[src/sbh_pkg.sv]
// Shared types and constants for the string bucket hash core.
package sbh_pkg;

    // Field widths
    localparam int BYTE_W  = 8;
    localparam int ACC_W   = 32;
    localparam int TSIZE_W = 16;
    localparam int REM_W   = 20;   // holds any remainder below the hash prime

    // Serial divider sequencing: one quotient bit per step over the full dividend
    localparam int NUM_STEPS = ACC_W;
    localparam int CNT_W     = $clog2(NUM_STEPS);

    // Hash constants
    localparam int ROT_R = 5;
    localparam logic [REM_W-1:0]   HASH_PRIME  = REM_W'(899981);
    localparam logic [REM_W-1:0]   HASH_OFFSET = REM_W'(100000);
    localparam logic [TSIZE_W-1:0] TSIZE_RESET = TSIZE_W'(256);

    // 2**REM_W mod the hash prime: weight of the bits above the fold point
    localparam logic [REM_W-1:0]   FOLD_MUL    = REM_W'(148595);

    // Controller to datapath commands
    typedef struct packed {
        logic absorb;     // fold the input byte into the accumulator
        logic load_p1;    // start reduction by the hash prime
        logic fold;       // one multiply-fold of the upper bits
        logic load_p2;    // start reduction by the table size
        logic step;       // one restoring-division step
        logic load_out;   // move the remainder to the output register
    } t_sbh_cmd;

    // Datapath to controller status
    typedef struct packed {
        logic key_end;    // input byte is the terminator
        logic fold_done;  // nothing left above the fold point
        logic out_free;   // output register can take a new word
    } t_sbh_stat;

endpackage

[src/string_bucket_hash_core.sv]
// Top level of the string bucket hash core.
// A nonzero key byte is absorbed as it is taken; the next byte can follow at once.
// A zero byte runs a multiply-fold by the hash prime, repeated while the key
// hash leaves bits above the fold point, and a serial modulo by the table size:
// the bucket word loads once the output register is free; input is held off until then.
// Synchronous active-low reset clears the accumulator and sets table size 256.
module string_bucket_hash_core (
    input  logic        i_clk,
    input  logic        i_rst_n,
    input  logic        i_s_tvalid,
    output logic        o_s_tready,
    input  logic [7:0]  i_s_tdata,     // [7:0] key_byte
    output logic        o_m_tvalid,
    input  logic        i_m_tready,
    output logic [15:0] o_m_tdata,     // [15:0] bucket_index
    input  logic        i_cfg_wr_en,
    input  logic [15:0] i_cfg_wr_data  // table_size
);

    sbh_pkg::t_sbh_cmd  s_cmd;
    sbh_pkg::t_sbh_stat s_stat;

    sbh_ctrl u_ctrl (
        .i_clk      (i_clk),
        .i_rst_n    (i_rst_n),
        .i_s_tvalid (i_s_tvalid),
        .o_s_tready (o_s_tready),
        .i_stat     (s_stat),
        .o_cmd      (s_cmd)
    );

    sbh_dp u_dp (
        .i_clk          (i_clk),
        .i_rst_n        (i_rst_n),
        .i_key_byte     (i_s_tdata),
        .i_cfg_wr_en    (i_cfg_wr_en),
        .i_cfg_wr_data  (i_cfg_wr_data),
        .i_m_tready     (i_m_tready),
        .o_m_tvalid     (o_m_tvalid),
        .o_bucket_index (o_m_tdata),
        .i_cmd          (s_cmd),
        .o_stat         (s_stat)
    );

endmodule

[src/sbh_ctrl.sv]
// Controller state machine that sequences absorb and the two modulo passes.
module sbh_ctrl (
    input  logic              i_clk,
    input  logic              i_rst_n,
    input  logic              i_s_tvalid,
    output logic              o_s_tready,
    input  sbh_pkg::t_sbh_stat i_stat,
    output sbh_pkg::t_sbh_cmd  o_cmd
);

    localparam logic [2:0] S_IDLE  = 3'd0;
    localparam logic [2:0] S_MOD1  = 3'd1;
    localparam logic [2:0] S_LOAD2 = 3'd2;
    localparam logic [2:0] S_MOD2  = 3'd3;
    localparam logic [2:0] S_DONE  = 3'd4;

    logic [2:0]                r_state, n_state;
    logic [sbh_pkg::CNT_W-1:0] r_cnt, n_cnt;
    logic                      s_acc;

    assign o_s_tready = (r_state == S_IDLE);
    assign s_acc      = i_s_tvalid && o_s_tready;

    // Next state and command decode
    always_comb begin
        n_state = r_state;
        n_cnt   = r_cnt;
        o_cmd   = '0;
        case (r_state)
            S_IDLE: begin
                if (s_acc) begin
                    if (i_stat.key_end) begin
                        o_cmd.load_p1 = 1'b1;
                        n_state       = S_MOD1;
                    end else begin
                        o_cmd.absorb = 1'b1;
                    end
                end
            end
            S_MOD1: begin
                // fold until the upper bits are gone
                if (i_stat.fold_done) begin
                    n_state = S_LOAD2;
                end else begin
                    o_cmd.fold = 1'b1;
                end
            end
            S_LOAD2: begin
                o_cmd.load_p2 = 1'b1;
                n_cnt         = sbh_pkg::CNT_W'(sbh_pkg::NUM_STEPS - 1);
                n_state       = S_MOD2;
            end
            S_MOD2: begin
                o_cmd.step = 1'b1;
                n_cnt      = r_cnt - 1'b1;
                if (r_cnt == '0) begin
                    n_state = S_DONE;
                end
            end
            S_DONE: begin
                // wait for the output register to drain
                if (i_stat.out_free) begin
                    o_cmd.load_out = 1'b1;
                    n_state        = S_IDLE;
                end
            end
            default: begin
                n_state = S_IDLE;
            end
        endcase
    end

    // State registers
    always_ff @(posedge i_clk) begin
        if (!i_rst_n) begin
            r_state <= S_IDLE;
            r_cnt   <= '0;
        end else begin
            r_state <= n_state;
            r_cnt   <= n_cnt;
        end
    end

endmodule

[src/sbh_dp.sv]
// Datapath: hash accumulator, prime fold, serial restoring divider and output register.
module sbh_dp (
    input  logic                          i_clk,
    input  logic                          i_rst_n,
    input  logic [sbh_pkg::BYTE_W-1:0]    i_key_byte,
    input  logic                          i_cfg_wr_en,
    input  logic [sbh_pkg::TSIZE_W-1:0]   i_cfg_wr_data,
    input  logic                          i_m_tready,
    output logic                          o_m_tvalid,
    output logic [sbh_pkg::TSIZE_W-1:0]   o_bucket_index,
    input  sbh_pkg::t_sbh_cmd             i_cmd,
    output sbh_pkg::t_sbh_stat            o_stat
);

    localparam int AW = sbh_pkg::ACC_W;
    localparam int RW = sbh_pkg::REM_W;
    localparam int TW = sbh_pkg::TSIZE_W;

    logic [AW-1:0] r_acc;
    logic [AW-1:0] r_dvd;
    logic [RW-1:0] r_rem;
    logic [RW-1:0] r_div;
    logic [TW-1:0] r_tsize;
    logic [TW-1:0] r_out;
    logic          r_out_valid;

    logic [RW:0]   s_trial;
    logic [RW:0]   s_diff;
    logic [RW-1:0] s_red;
    logic [RW-1:0] s_folded;
    logic [AW-1:0] s_fold;
    logic [AW-1:0] s_rot;

    // Rotate right, then the byte is added
    assign s_rot = {r_acc[sbh_pkg::ROT_R-1:0], r_acc[AW-1:sbh_pkg::ROT_R]};

    // Prime fold: upper bits times (2**RW mod prime) added to the lower bits
    assign s_fold = {{(AW-RW){1'b0}}, r_dvd[RW-1:0]}
                  + ({{RW{1'b0}}, r_dvd[AW-1:RW]}
                     * {{(AW-RW){1'b0}}, sbh_pkg::FOLD_MUL});

    // Below 2**RW one compare-subtract finishes the prime remainder
    assign s_red = (r_dvd[RW-1:0] >= sbh_pkg::HASH_PRIME) ?
                   (r_dvd[RW-1:0] - sbh_pkg::HASH_PRIME) : r_dvd[RW-1:0];

    // One restoring step: shift in the next dividend bit, subtract if it fits
    assign s_trial  = {r_rem, r_dvd[AW-1]};
    assign s_diff   = s_trial - {1'b0, r_div};
    assign s_folded = s_red + sbh_pkg::HASH_OFFSET;

    assign o_stat.key_end   = (i_key_byte == '0);
    assign o_stat.fold_done = (r_dvd[AW-1:RW] == '0);
    assign o_stat.out_free  = !r_out_valid || i_m_tready;

    assign o_m_tvalid     = r_out_valid;
    assign o_bucket_index = r_out;

    // Control state: accumulator, table size, output valid
    always_ff @(posedge i_clk) begin
        if (!i_rst_n) begin
            r_acc       <= '0;
            r_tsize     <= sbh_pkg::TSIZE_RESET;
            r_out_valid <= 1'b0;
        end else begin
            if (i_cfg_wr_en) begin
                r_tsize <= i_cfg_wr_data;
            end
            if (i_cmd.absorb) begin
                r_acc <= s_rot + {{(AW-sbh_pkg::BYTE_W){1'b0}}, i_key_byte};
            end else if (i_cmd.load_p1) begin
                r_acc <= '0;
            end
            if (i_cmd.load_out) begin
                r_out_valid <= 1'b1;
            end else if (i_m_tready) begin
                r_out_valid <= 1'b0;
            end
        end
    end

    // Prime fold, divider and output payload
    always_ff @(posedge i_clk) begin
        if (i_cmd.load_p1) begin
            r_dvd <= r_acc;
        end else if (i_cmd.fold) begin
            r_dvd <= s_fold;
        end else if (i_cmd.load_p2) begin
            r_dvd <= {{(AW-RW){1'b0}}, s_folded};
            r_rem <= '0;
            r_div <= {{(RW-TW){1'b0}}, r_tsize};
        end else if (i_cmd.step) begin
            r_dvd <= {r_dvd[AW-2:0], 1'b0};
            r_rem <= s_diff[RW] ? s_trial[RW-1:0] : s_diff[RW-1:0];
        end
        if (i_cmd.load_out) begin
            // zero table size has no meaning; report bucket 0
            r_out <= (r_tsize == '0) ? '0 : r_rem[TW-1:0];
        end
    end

endmodule

[config.mk]
export PLATFORM = sky130hd
export DESIGN_NAME = string_bucket_hash_core
export DESIGN_NICKNAME = d
export VERILOG_FILES = /design/src/sbh_pkg.sv /design/src/string_bucket_hash_core.sv /design/src/sbh_ctrl.sv /design/src/sbh_dp.sv
export SDC_FILE = /design/constraint.sdc
export NUM_CORES = 1
export LEC_CHECK = 0
export ABC_CLOCK_PERIOD_IN_PS = 6400
export BUFFER_PORTS_ARGS = -buffer_cell sky130_fd_sc_hd__buf_2
export CORE_MARGIN = 2
export CORE_UTILIZATION = 64
export DETAILED_ROUTE_END_ITERATION = 16
export PLACE_DENSITY = 0.82
export SETUP_SLACK_MARGIN = 0.05
export SLEW_MARGIN = 0
export SYNTH_ARGS = -nofsm -noshare
export SYNTH_HDL_FRONTEND = slang
export SYNTH_HIERARCHICAL = 1
export SYNTH_SLANG_ARGS = --single-unit
[constraint.sdc]
create_clock -name i_clk -period 6.4 [get_ports i_clk]
set_input_delay 0.64 -clock i_clk [delete_from_list [all_inputs] [get_ports i_clk]]
set_output_delay 0.64 -clock i_clk [all_outputs]
set_load 0.1 [all_outputs]
==> metrics <==
Worst setup EP type=register; die width=144 um; worst hold path depth=3; number of I/O port buffers=46; Main synth FF type=edfxtp_1; CP Launch Type=register; final setup fails=0; critical path's most frequent cell=inv_1; 1st-iter DRT viols=951; syn nets=1594; CP Data Arrival Time=6.12 ns; clk root buf=clkbuf_16; R2R Path Start=u_dp/r_dvd[26]$_DFFE_PP_; Yosys warnings=6; initial core utilization=0.651; RSZ-0062 raised after global routing=no; Max stage delay on crit path=0.62 ns; Slew Viols, Final=0; FFs w/ async S/R, synth=0; EDFF count, synth=84; Via density=6.15; setup_tns=0 ns; std cell rows=51; register bit total from synthesis=141; Worst Path Required=6.59 ns; Storage cell area=0.00366 sq mm; Leakage=6.03 nW; initial antenna violation count=0; DR WL/cell=19.0 um; # DRC=0; router iterations before antenna repair=8; commonest non-fill, non-tap cell in the layout=inv_1; Die Area=0.0209 sq mm; # fillers=1493; post-CTS sizing=0; Mapped Cells=1361; # Post-CTS Setup Buffers=0; Slew HR=0.276; highest-count cells in the layout ignoring fill and taps=183 x inv_1, 143 x ha_1, 85 x nand2_1, 84 x edfxtp_1, 76 x a21oi_1; routability cong.=0.985; Synth top area share=0.200; CTS Buf Count=17; post-route antenna net violation count=0; GRT Overall Usage=0.315; Clk Latency, worst-skew pair=0.44 ns; post-synth cell types=89; CTS sink cnt=141; Crit-path slowest cell=a311oi_1; area of the multi-input gates=0.00807 sq mm; largest net degree at the start of global routing=64; GR Overflow Total=0; Worst-path clk slew=0.07 ns; Hold Path End=u_dp/r_tsize[8]$_SDFFE_PN1P_; dpl hpwl=23.7 mm; core box area=0.0194 sq mm; CTS Hold Bufs=0; vias in the first global route=9713; Worst Setup SP=u_dp/r_dvd[26]$_DFFE_PP_; Clock Path Buffers=2; nets=1624; outcome=completed; peak supply drop=204 uV; Synth area leaders=edfxtp_1 20%, ha_1 14%, fa_1 9.7%; fin crit share=0.926; P&R area growth vs syn=8.42%; mean post-synth cell area=9.28 sq um; H-Tree Depth=4; cell taking the most area after synthesis=edfxtp_1; final WL=31.7 mm; Hold Crit Start=i_cfg_wr_data[8]; P per Cell Area=155 mW/mm^2; worst setup path class=reg2reg; fmax=0.169 GHz; number of antenna diodes=0; via count=10.3k; first-pass GRT wire length=50.9 mm; clock skew=0.0205 ns; HP Class=in2reg; synthesized cell area=0.0126 sq mm; R2R Setup Slk=0.47 ns; min cycle time layout=5.93 ns; Max-Cap Viols=0; CTS tree=done; crit path cell chain=inv_1 -> ha_1 -> inv_1 -> fa_1 -> fa_1 -> inv_1 -> fa_1 -> inv_1 -> fa_1 -> inv_1 -> ha_1 -> a21oi_1 -> o21a_1 -> o2bb2ai_1 -> a311oi_1 -> xnor2_1 -> a221oi_1 -> nand2b_1 -> mux2i_1 -> nor2_1; Die Y=144 um; total power draw=2.13 mW; IO Count=47; reg2reg end=u_dp/r_dvd[18]$_DFFE_PP_; sequential area share after synthesis=0.290; r2r worst-path depth=20; final hold vios=0; share of layout cells above drive strength 1=0.0876; worst-path fanout max=8; Slew @ Worst Pin=1.09 ns
## metrics by stage
stage               hold slack (ns)  worst slack, ns  cell area (sq um)   util  std cells
global placement              0.455            0.769              13100  0.675       1637
CTS                           0.413            0.604              13700  0.706       1669
global route                  0.449            0.216              13700  0.706       1669
finish                        0.426            0.472              13700  0.706       1669
detailed placement            0.455            0.659              13100  0.675       1637
floorplan                     0.430             1.09              12600      -       1361
## power by group
part,internal [mW],switching [mW]
combinational,0.0577,0.0754
clock,0.587,0.424
sequential,0.965,0.0160
total,1.61,0.516
## flip-flops by register name (all words and copies together) (netlist names)
signal and count:
u_dp/o_bucket_index 16, u_dp/r_acc 32, u_dp/r_rem 20, u_ctrl/r_cnt 5
u_dp/o_m_tvalid 1, u_dp/r_dvd 32, u_dp/r_div 16, u_dp/r_tsize 16
u_ctrl/r_state 3
## Yosys cell counts, drive strengths merged (6+ instances only)
cell type and count:
nand2 86, xor2 26, ha 143, o21a 10
nor2 72, a221oi 8, mux2i 35, o21ai 69
a221o 6, buf 12, inv 183, or2 6
a21boi 7, fa 61, xnor2 55, nand2b 11
a21oi 77, and2 23, a211oi 13, a22oi 8
edfxtp 84, nor3b 13, nor3 25, and4 6
and3 18, dfxtp 57, a31oi 12, o21bai 10
clkbuf 37, nor4 12, a21o 17, nand3 28
nor2b 41, nand4 6
## critical path: cells and delay by family (launching register included)
kind	cells	cell delay (ns)
adder cells (fa/ha/maj)	6	2.76
multiplexers	1	0.15
AO/OA/AOI/OAI	5	1.50
AND/OR/NAND/NOR	2	0.17
XOR/XNOR	1	0.12
buffers and inverters	5	0.39
flip-flops	1	0.57
## cell type report
type,instances,area share
Clock buffer,22,0.0378
Clock inverter,10,0.00603
Inverter,184,0.0504
Multi-Input combinational cell,987,0.589
Sequential cell,141,0.268
Tap cell,265,0.0242
Timing Repair Buffer,60,0.0245
## kinds of logic after synthesis
| logic type | count (synthesis) | synth area share |
|---|---|---|
| multiplexers | 40 | 0.0322 |
| XOR/XNOR | 81 | 0.0574 |
| AO/OA/AOI/OAI | 289 | 0.153 |
| AND/OR/NAND/NOR | 373 | 0.157 |
| flip-flops | 141 | 0.290 |
| buffers and inverters | 233 | 0.0718 |
| adder cells (fa/ha/maj) | 204 | 0.238 |
## how the worst max path moves through the flow
stage | endpoint | cells after the start
after CTS | u_dp/r_dvd[18]$_DFFE_PP_ | 20
after floorplan | u_dp/r_dvd[16]$_DFFE_PP_ | 19
after detailed placement | u_dp/r_dvd[18]$_DFFE_PP_ | 18
after global routing | u_dp/r_dvd[29]$_DFFE_PP_ | 20
final | u_dp/r_dvd[18]$_DFFE_PP_ | 20
after global placement | u_dp/r_dvd[18]$_DFFE_PP_ | 19
## layer usage
| layer | part of all wire | vias to the layer above | track usage |
|---|---|---|---|
| li1 | - | 4839 | - |
| met2 | 0.48 | 420 | 0.514 |
| met1 | 0.43 | 4957 | 0.424 |
| met4 | 0.020 | 0 | 0.102 |
| met3 | 0.076 | 46 | 0.0629 |
| met5 | 0 | - | 0 |
No activity file was read; power rests on OpenSTA's default activity.
